## src/design/assert_macros.svh

```systemverilog
// ---------------------------------------------------------------------------
// Assertion macros
// Concurrent assertion shorthands shared by the design; empty for synthesis.
// ---------------------------------------------------------------------------
`ifndef ASSERT_MACROS_SVH
`define ASSERT_MACROS_SVH
`ifndef SYNTHESIS
// Same-cycle implication: when ante holds, cons must hold at the same edge.
`define ASSERT_IMPLIES(label, clk, rst, ante, cons) \
   label: assert property (@(posedge clk) disable iff (rst) (ante) |-> (cons)) \
      else $error("assertion failed: %m");
// Next-cycle implication: when ante holds, cons must hold at the next edge.
`define ASSERT_NEXT(label, clk, rst, ante, cons) \
   label: assert property (@(posedge clk) disable iff (rst) (ante) |=> (cons)) \
      else $error("assertion failed: %m");
`else
`define ASSERT_IMPLIES(label, clk, rst, ante, cons)
`define ASSERT_NEXT(label, clk, rst, ante, cons)
`endif
`endif

```

## src/design/tcw_pkg.sv

```systemverilog
// ---------------------------------------------------------------------------
// tcw_pkg
// Field widths, command and register codes, and character constants of the
// text console writer.
// ---------------------------------------------------------------------------
package tcw_pkg;

   localparam int CMD_W      = 2;
   localparam int CHAR_W     = 8;
   localparam int COL_W      = 7;
   localparam int ROW_W      = 5;
   localparam int ATTR_W     = 8;
   localparam int CSR_IDX_W  = 2;
   localparam int CSR_DATA_W = 8;

   localparam logic [CMD_W-1:0] CMD_PUT   = 2'd0;
   localparam logic [CMD_W-1:0] CMD_CLEAR = 2'd1;
   localparam logic [CMD_W-1:0] CMD_READ  = 2'd2;

   localparam logic [CSR_IDX_W-1:0] CSR_TEXT_ATTR   = 2'd0;
   localparam logic [CSR_IDX_W-1:0] CSR_CURSOR_ATTR = 2'd1;
   localparam logic [CSR_IDX_W-1:0] CSR_CURSOR_EN   = 2'd2;

   localparam logic [ATTR_W-1:0] TEXT_ATTR_RESET   = 8'd7;
   localparam logic [ATTR_W-1:0] CURSOR_ATTR_RESET = 8'd112;

   localparam logic [CHAR_W-1:0] CH_NEWLINE = 8'd10;
   localparam logic [CHAR_W-1:0] CH_RETURN  = 8'd13;
   localparam logic [CHAR_W-1:0] CH_SPACE   = 8'd32;

   typedef struct packed {
      logic [COL_W-1:0]  cursor_column;
      logic [ROW_W-1:0]  cursor_row;
      logic [CHAR_W-1:0] cell_char;
      logic [ATTR_W-1:0] cell_attribute;
   } rsp_data_type;

endpackage

```

## src/design/tcw_cursor_step.sv

```systemverilog
// ---------------------------------------------------------------------------
// tcw_cursor_step
// Next cursor position for a put, and whether the screen has to scroll.
// ---------------------------------------------------------------------------
module tcw_cursor_step #(
   parameter int SCREEN_COLUMNS = 80,
   parameter int SCREEN_ROWS    = 25
) (
   input  logic [$clog2(SCREEN_COLUMNS)-1:0] col,
   input  logic [$clog2(SCREEN_ROWS)-1:0]    row,
   input  logic [tcw_pkg::CHAR_W-1:0]        char_code,
   output logic [$clog2(SCREEN_COLUMNS)-1:0] next_col,
   output logic [$clog2(SCREEN_ROWS)-1:0]    next_row,
   output logic                              newline,
   output logic                              scroll
);
   import tcw_pkg::*;

   localparam int CW = $clog2(SCREEN_COLUMNS);
   localparam int RW = $clog2(SCREEN_ROWS);

   logic last_col;
   logic last_row;

   assign newline  = (char_code == CH_NEWLINE) || (char_code == CH_RETURN);
   assign last_col = (col == CW'(SCREEN_COLUMNS - 1));
   assign last_row = (row == RW'(SCREEN_ROWS - 1));

   // A newline and a write into the last column both end the row; on the
   // last row that scrolls the screen and the cursor stays on that row.
   always_comb begin
      next_col = col + CW'(1);
      next_row = row;
      scroll   = 1'b0;
      if (newline || last_col) begin
         next_col = '0;
         if (last_row) begin
            scroll = 1'b1;
         end else begin
            next_row = row + RW'(1);
         end
      end
   end

endmodule

```

## config.mk

```make
export PLATFORM = sky130hd
export DESIGN_NAME = tcw_cursor_step
export DESIGN_NICKNAME = d
export VERILOG_FILES = /design/src/design/assert_macros.svh /design/src/design/tcw_pkg.sv /design/src/design/tcw_cursor_step.sv
export SDC_FILE = /design/constraint.sdc
export NUM_CORES = 1
export LEC_CHECK = 0
export BUFFER_PORTS_ARGS = -buffer_cell sky130_fd_sc_hd__buf_4
export CORE_AREA = 2 2 39 41
export DETAILED_ROUTE_END_ITERATION = 6
export DIE_AREA = 0 0 41 43
export PLACE_DENSITY = 0.65
export SLEW_MARGIN = 20
export SYNTH_ARGS = -nofsm -noshare
export SYNTH_HDL_FRONTEND = slang
export SYNTH_SLANG_ARGS = --single-unit
```

## constraint.sdc

```tcl
create_clock -name vclk -period 2.85
set_clock_uncertainty 0.05 [all_clocks]
set_input_delay 0.285 -clock vclk [all_inputs]
set_output_delay 0.285 -clock vclk [all_outputs]
set_load 0.05 [all_outputs]
```

==> flow_metrics.env, run 1 <==
export IMPL_post_cts_buffers=0
export IMPL_synth_compound_area_share_pct=19.85
export IMPL_design_core_area_um2=1384
export IMPL_routed_wl_um=874
export IMPL_fmax_mhz=439.6
export IMPL_arrival_ns=1.94
export IMPL_grt_setup_unrepaired="no"
export IMPL_path_max_fanout=9
export IMPL_yosys_area_share_simple_pct=37.50
export IMPL_hold_start="col[0]"
export IMPL_dr_wl_met3_um=82
export IMPL_io_pins=34
export IMPL_vias_per_cell=4.570
export IMPL_die_w_um=41
export IMPL_portBuffers=34
export IMPL_finalSetupViolCount=0
export IMPL_top_layer="met3"
export IMPL_synth_top_family_by_area="simple AND/OR/NAND/NOR gates"
export IMPL_setup_worst_path_start="char_code[4]"
export IMPL_synth_top_area_cell="xnor2_1"
export IMPL_wl_met2_um=446
export IMPL_start_util_pct=24.59
export IMPL_grt_pass1_vias=367
export IMPL_areaGrowthSynthToFinish_pct=77.57
export IMPL_cellPowerDensity_nw_per_um2=194.0
export IMPL_start_kind="input pin"
export IMPL_synth_most_common_cell="nor2_1"
export IMPL_power_leakage_nw=0.2903
export IMPL_synthMuxAreaShare_pct=4.412
export IMPL_syn_inst=44
export IMPL_end_kind="output pin"
export IMPL_nets=102
export IMPL_fin_setup_tns_ns=0
export IMPL_place_detailed_hpwl_um=787.9
export IMPL_seq_area_um2=0
export IMPL_required_ns=2.52
export IMPL_synth_area_um2=340.3
export IMPL_nClkBuffers=0
export IMPL_met1_length_um=345
export IMPL_fp_row_count=14
export IMPL_yosysSeqAreaShare_pct=0
export IMPL_cts_repair_resized=0
export IMPL_fp_dieH_um=43
export IMPL_peakVddDrop_mv=0.07686
export IMPL_tightest_slew_ns=0.3656
export IMPL_diodes=0
export IMPL_grt_pass1_wl_mm=1.345
export IMPL_grt_usage_pct=10.01
export IMPL_drc=0
export IMPL_timing_final_crit_share_pct=79.83
export IMPL_drive_gt1_share_pct=50.65
export IMPL_power_uw=117.2
export IMPL_routedWlPerCell_um=9.398
export IMPL_routabilityCongestion=0.6421
export IMPL_yosys_cell_types_count=21
export IMPL_antenna_found_initial=0
export IMPL_n_sequential_cell=0
export IMPL_syn_num_nets=67
export IMPL_synth_top_area_share_pct=15.44
export IMPL_hold_slack_ns=0.8298
export IMPL_ant_nets=0
export IMPL_syn_avg_cell_area_um2=7.735
export IMPL_period_needed_ns=2.275
export IMPL_drv_slew=0
export IMPL_synthTopCellsByCount="9 x nor2_1, 6 x xnor2_1, 3 x ha_1, 3 x inv_1, 3 x o21ai_0"
export IMPL_relSlewSlack_pct=75.52
export IMPL_grt_max_degree=10
export IMPL_overflow=0
export IMPL_drtIter0Drc=0
export IMPL_drt_first_pass_iters=1
export IMPL_maxCapViolCount=0
export IMPL_hold_buffers=0
export IMPL_vias=425
export IMPL_synth_fa_ha_area_share_pct=11.03
export IMPL_finalHoldViolCount=0
export IMPL_worstSetupPathType="input pin to output pin"
export IMPL_dieArea_um2=1763
export IMPL_outcome="finished, final reports clean"
export IMPL_holdCritPathClass="input pin to output pin"
export IMPL_synth_warnings=0
export IMPL_synth_area_leaders="xnor2_1 15%, ha_1 11%, nor2_1 9.9%"
export IMPL_synth_xor_xnor_area_share_pct=20.59
[cells in the final DEF (no fill, tap or decap)]
cell       netlist  routed
buf_4            0      34
nor2_1           9       9
xnor2_1          6       6
inv_1            3       3
o21ai_0          3       3
ha_1             3       3
nand3_1          2       2
xor2_1           2       2
nand2_1          2       2
o2111ai_1        2       2
or3b_1           1       1
nand3b_1         1       1
or4b_4           1       1
a211oi_4         1       1
a31oi_1          1       1
nor4b_4          1       1
o21ai_2          1       1
mux2_4           1       1
or2_1            1       1
nand4b_1         1       1
and2b_1          1       1
[worst max-delay path, cell delays in order]
cell and delay (ns):
buf_4 0.11, or4b_4 0.53, a211oi_4 0.31, or2_1 0.32
and2b_1 0.19, buf_4 0.20
[layout make-up]
type / instances / area [um^2]
fill: 156 / 779.5
multi-input combinational: 40 / 317.8
tap: 16 / 20.02
timing repair buffer: 34 / 255.2
inverter: 3 / 11.26
[cells by family after synthesis]
group,Yosys count
AND/OR/NAND/NOR,20
adder cells (fa/ha/maj),3
AO/OA/AOI/OAI,8
multiplexers,1
buffers and inverters,4
XOR/XNOR,8
[per-layer routing]
layer,vias up,track usage (%)
li1,223,-
met1,181,13.38
met2,21,18.13
met3,0,0
met4,0,0
met5,-,0
[final timing paths]
kind,to,slack [ns],cells past startpoint
max,scroll,0.57,6
min,next_col[0],0.83,3
[metrics by stage]
step / cells / setup slack [ns] / cell area [um^2] / util, %
floorplan: 44 / 0.005544 / 340.3 / -
global placement: 93 / 0.6330 / 604.3 / 43.67
detailed placement: 93 / 0.5826 / 604.3 / 43.67
CTS: 93 / 0.5776 / 604.3 / 43.67
global route: 93 / 0.4873 / 604.3 / 43.67
finish: 93 / 0.5750 / 604.3 / 43.67
[where the power goes]
| part | total, mW | internal, mW | leakage, nW | switching [mW] |
|---|---|---|---|---|
| logic | 0.117 | 0.0465 | 0.290 | 0.0707 |
| registers | 0 | 0 | 0 | 0 |
| clock network | 0 | 0 | 0 | 0 |
Note: power is estimated with default switching activity, not from simulation.
==> run 2: changes to the inputs <==
ABC_AREA = 1   (was not set)
PLACE_DENSITY = 0.75   (was 0.65)
clock period = 1.86 ns   (was 2.85 ns; I/O delays follow)
==> run 2 against run 1 <==
Net effect:
- die area unchanged
- hold slack got worse by 0.20 ns
- critical path depth increased by 1
- design area increased by 15%
- critical endpoint is now next_col[3]
- global-route usage increased by 3.0 points
- sequential share of layout area unchanged
- highest routed layer unchanged
- combinational power increased by 71%
==> flow_metrics.env, run 2 <==
export IMPL_hold_buffers=0
export IMPL_die_w_um=41
export IMPL_min_to="next_col[0]"
export IMPL_peakVddDrop_mv=0.1083
export IMPL_holdPathStages=3
export IMPL_end_kind="output pin"
export IMPL_path_max_fanout=12
export IMPL_nFillCells=147
export IMPL_dieArea_um2=1763
export IMPL_routed_wl_mm=1.124
export IMPL_synth_warnings=0
export IMPL_outcome="finished, final reports clean"
export IMPL_holdCritPathClass="input pin to output pin"
export IMPL_finalHoldViolCount=0
export IMPL_drive_gt1_share_pct=38.94
export IMPL_place_detailed_hpwl_mm=1.018
export IMPL_post_dp_cell_area_um2=695.7
export IMPL_yosysSeqAreaShare_pct=0
export IMPL_hold_start="col[0]"
export IMPL_syn_avg_cell_area_um2=5.505
export IMPL_vias=578
export IMPL_dr_wl_met3_um=124
export IMPL_met1_length_um=429
export IMPL_seq_area_um2=0
export IMPL_areaGrowthSynthToFinish_pct=57.95
export IMPL_required_ns=1.62
export IMPL_synth_top_area_share_pct=15.34
export IMPL_fp_row_count=14
export IMPL_syn_num_nets=103
export IMPL_design_core_area_um2=1384
export IMPL_grt_pass1_vias=490
export IMPL_cts_repair_resized=0
export IMPL_synth_most_common_cell="nand2_1"
export IMPL_syn_inst=80
export IMPL_routabilityCongestion=0.8411
export IMPL_portBuffers=34
export IMPL_worstSetupPathType="input pin to output pin"
export IMPL_grt_pass1_wl_mm=1.738
export IMPL_nClkBuffers=0
export IMPL_io_pins=34
export IMPL_maxCapViolCount=0
export IMPL_relSlewSlack_pct=87.31
export IMPL_fin_setup_tns_ns=0
export IMPL_finalSetupViolCount=0
export IMPL_tightest_slew_ns=0.1896
export IMPL_post_cts_buffers=0
export IMPL_yosys_cell_types_count=15
export IMPL_overflow=0
export IMPL_fp_dieH_um=43
export IMPL_arrival_ns=1.28
export IMPL_synth_area_leaders="nand2_1 15%, nor2_1 13%, nand3_1 13%"
export IMPL_period_needed_ns=1.521
export IMPL_grt_usage_pct=12.99
export IMPL_timing_final_crit_share_pct=81.76
export IMPL_grt_max_degree=13
export IMPL_drv_slew=0
export IMPL_fmax_mhz=657.6
export IMPL_drt_first_pass_iters=3
export IMPL_drtIter0Drc=7
export IMPL_ant_nets=0
export IMPL_final_common_cell="buf_4"
export IMPL_vias_per_cell=4.481
export IMPL_routedWlPerCell_um=8.713
export IMPL_antenna_found_initial=0
export IMPL_cellPowerDensity_nw_per_um2=287.8
export IMPL_synth_area_um2=440.4
export IMPL_start_util_pct=31.83
export IMPL_power_leakage_nw=0.4318
export IMPL_nets=138
export IMPL_wl_met2_um=570
export IMPL_diodes=0
export IMPL_top_layer="met3"
export IMPL_grt_setup_unrepaired="no"
export IMPL_n_sequential_cell=0
export IMPL_drc=0
export IMPL_fin_area_um2=695.7
export IMPL_start_kind="input pin"
export IMPL_synthTopCellsByCount="18 x nand2_1, 15 x nor2_1, 13 x inv_1"
export IMPL_final_cell_mix="34 x buf_4, 18 x nand2_1, 15 x nor2_1"
export IMPL_synth_top_area_cell="nand2_1"
==> run 2: power by group <==
group / internal, mW / total (mW) / leakage (nW) / switching (mW)
Clock: 0 / 0 / 0 / 0
Combinational: 0.0769 / 0.200 / 0.432 / 0.123
Sequential: 0 / 0 / 0 / 0
Total: 0.0769 / 0.200 / 0.432 / 0.123
==> run 2: how the worst max path moves through the flow <==
stage	start	endpoint	depth (start not counted)
after floorplan	col[0]	next_col[5]	6
after global placement	col[0]	next_row[3]	8
after detailed placement	col[0]	next_row[3]	8
after CTS	col[0]	next_row[3]	8
after global routing	col[0]	next_row[4]	8
final	col[0]	next_col[3]	7
==> run 2: kinds of logic (layout without fill, tap and decap cells) <==
kind of cell,Yosys count,after routing,share of synthesized area [%]
adder cells (fa/ha/maj),3,3,8.524
AO/OA/AOI/OAI,1,1,1.135
AND/OR/NAND/NOR,56,56,62.78
XOR/XNOR,6,6,11.93
buffers and inverters,14,47,15.63
==> run 2: per-layer routing <==
layer | up-vias | GRT usage, %
met1 | 237 | 14.87
met4 | 0 | 0
met5 | - | 0
met2 | 26 | 25.62
met3 | 0 | 0.5236
li1 | 315 | -
==> run 2: stage by stage <==
step                      hold WS [ns]  worst slack (ns)  power (mW)  util [%]  std cells
after global placement          0.6295            0.3562      0.1994     50.27        129
final                           0.6280            0.3392      0.2002     50.27        129
after CTS                       0.6304            0.3261      0.2021     50.27        129
after floorplan                 0.4977           0.09356      0.1214         -         80
after detailed placement        0.6302            0.3273      0.2017     50.27        129
after global routing            0.6428            0.2366      0.2170     50.27        129
==> run 2: critical path: stages <==
cell      delay, ns
buf_4          0.12
ha_1           0.22
nand3_2        0.11
nand3b_4       0.18
nand2_4        0.12
nor2_1         0.14
buf_4          0.21
==> run 2: area by class of cell <==
class	count	area (um^2)	share of cell area [%]
Inverter	13	48.80	7.014
Tap cell	16	20.02	2.878
Timing Repair Buffer	34	255.2	36.69
Multi-Input combinational cell	66	371.6	53.42
==> run 3: changes to the inputs <==
PLACE_DENSITY = 0.73   (was 0.75)
clock period = 1.45 ns   (was 1.86 ns; I/O delays follow)
==> run 3 against run 2 <==
Net effect:
- global-route usage shrank 1.0 points
- via count grew 1.9%
- core utilization grew 3.9 points
- non-clock buffer count grew 2
- final cell count grew 2.3%
- combinational power grew 31%
- hold slack lost 0.080 ns
- critical path depth grew 1
- critical endpoint is now next_row[3]
- first-iteration DRC count shrank 29%
- count of clock-buffer cells in the layout is the same
- power grew 31%
==> flow_metrics.env, run 3 (synthesis gave the netlist of run 2 again) <==
export IMPL_outcome="finished, final reports clean"
export IMPL_hold_buffers=0
export IMPL_post_dp_cell_area_um2=708.2
export IMPL_switching_share_pct=61.03
export IMPL_peakVddDrop_mv=0.1706
export IMPL_setup_worst_path_start="col[0]"
export IMPL_cellPowerDensity_nw_per_um2=349.9
export IMPL_fmax_mhz=732.8
export IMPL_vias_per_cell=4.462
export IMPL_grt_max_degree=13
export IMPL_start_kind="input pin"
export IMPL_grt_pass1_vias=457
export IMPL_holdCritPathClass="input pin to output pin"
export IMPL_end_kind="output pin"
export IMPL_drtIter0Drc=5
export IMPL_finalSetupViolCount=0
export IMPL_routabilityCongestion=0.7841
export IMPL_portBuffers=34
export IMPL_diodes=0
export IMPL_finalHoldViolCount=0
export IMPL_nClkBuffers=0
export IMPL_arrival_ns=1.17
export IMPL_grt_usage_pct=11.99
export IMPL_tightest_slew_ns=0.1981
export IMPL_die_w_um=41
export IMPL_ant_nets=0
export IMPL_period_needed_ns=1.365
export IMPL_seqPwrFrac_pct=0
export IMPL_power_leakage_nw=0.4628
export IMPL_crit_end="next_row[3]"
export IMPL_hold_slack_ns=0.5478
export IMPL_design_core_area_um2=1384
export IMPL_routed_wl_mm=1.122
export IMPL_n_sequential_cell=0
export IMPL_required_ns=1.25
export IMPL_drc=0
export IMPL_multi_input_area_um2=406.6
export IMPL_crit_chain="buf_4 > ha_2 > nand3_2 > nand3b_4 > nand2_8 > nand2_1 > nand2_1 > buf_4"
export IMPL_final_cell_mix="35 x buf_4, 18 x nand2_1, 13 x inv_1"
export IMPL_routedWlPerCell_um=8.500
export IMPL_fin_setup_tns_ns=0
export IMPL_p_switching_uw=160.1
export IMPL_final_util_pct=54.16
export IMPL_overflow=0
export IMPL_io_pins=34
export IMPL_grt_setup_unrepaired="no"
export IMPL_fin_area_um2=749.5
export IMPL_start_util_pct=31.83
export IMPL_path_max_fanout=8
export IMPL_power_uw=262.3
export IMPL_maxCapViolCount=0
export IMPL_relSlewSlack_pct=86.74
export IMPL_dieArea_um2=1763
export IMPL_fp_dieH_um=43
export IMPL_timing_final_crit_share_pct=94.11
export IMPL_antenna_found_initial=0
export IMPL_seq_area_um2=0
export IMPL_nFillCells=140
export IMPL_drive_gt1_share_pct=43.97
export IMPL_clockPowerShare_pct=0
export IMPL_grt_pass1_wl_mm=1.607
export IMPL_vias=589
export IMPL_drt_first_pass_iters=4
export IMPL_crit_path_max_incr_delay_ns=0.24
export IMPL_place_detailed_hpwl_um=913.9
export IMPL_internal_power_uw=102.2
export IMPL_areaGrowthSynthToFinish_pct=70.17
export IMPL_nets=141
export IMPL_worstSetupPathType="input pin to output pin"
export IMPL_final_common_cell="buf_4"
export IMPL_p_comb_share_pct=100.0
export IMPL_slowest_stage="nand3b_4"
export IMPL_drv_slew=0
export IMPL_fp_row_count=14
## run 3: power groups by stage
| stage | registers, mW | logic [mW] | clock network [mW] |
|---|---|---|---|
| after floorplan | 0 | 0.157 | 0 |
| after global placement | 0 | 0.257 | 0 |
| after detailed placement | 0 | 0.259 | 0 |
| after CTS | 0 | 0.259 | 0 |
| after global routing | 0 | 0.282 | 0 |
| final | 0 | 0.262 | 0 |
## run 3: worst max-delay path: cells and delay by family
kind	cells	cell delay, ns
and+or+nand+nor	5	0.56
adders and majority gates	1	0.18
buffers and inverters	2	0.28
## run 3: cell type report
class              count  area share, %
inverters             13          6.511
multi-input cells     67          54.26
repair buffers        36          36.56
well taps             16          2.671
## run 3: metrics by stage
stage                     std cells  setup WS [ns]
final                           132        0.08542
after global routing            132       0.004514
after CTS                       130        0.03459
after detailed placement        130        0.03446
after global placement          130        0.05214
after floorplan                  80        -0.2237
## run 3: worst min-delay path by stage
| stage | to | cells after the start | start |
|---|---|---|---|
| after floorplan | next_col[0] | 1 | col[0] |
| after global placement | next_col[0] | 3 | col[0] |
| after detailed placement | next_col[0] | 3 | col[0] |
| after CTS | next_col[0] | 3 | col[0] |
| after global routing | next_col[0] | 3 | col[0] |
| final | next_col[0] | 3 | col[0] |
## run 3: what timing repair did
| action | CTS | global route |
|---|---|---|
| buffers inserted | 0 | 1 |
| setup endpoints to repair | 0 | 10 |
| gates resized for setup | 0 | 5 |
## run 3: metal layers
metal | GRT usage (%) | wire length, um | vias up
met1 | 14.87 | 449 | 244
met3 | 1.571 | 106 | 2
met2 | 21.56 | 549 | 25
met5 | 0 | 0 | -
met4 | 0.6667 | 17 | 0
li1 | - | - | 318
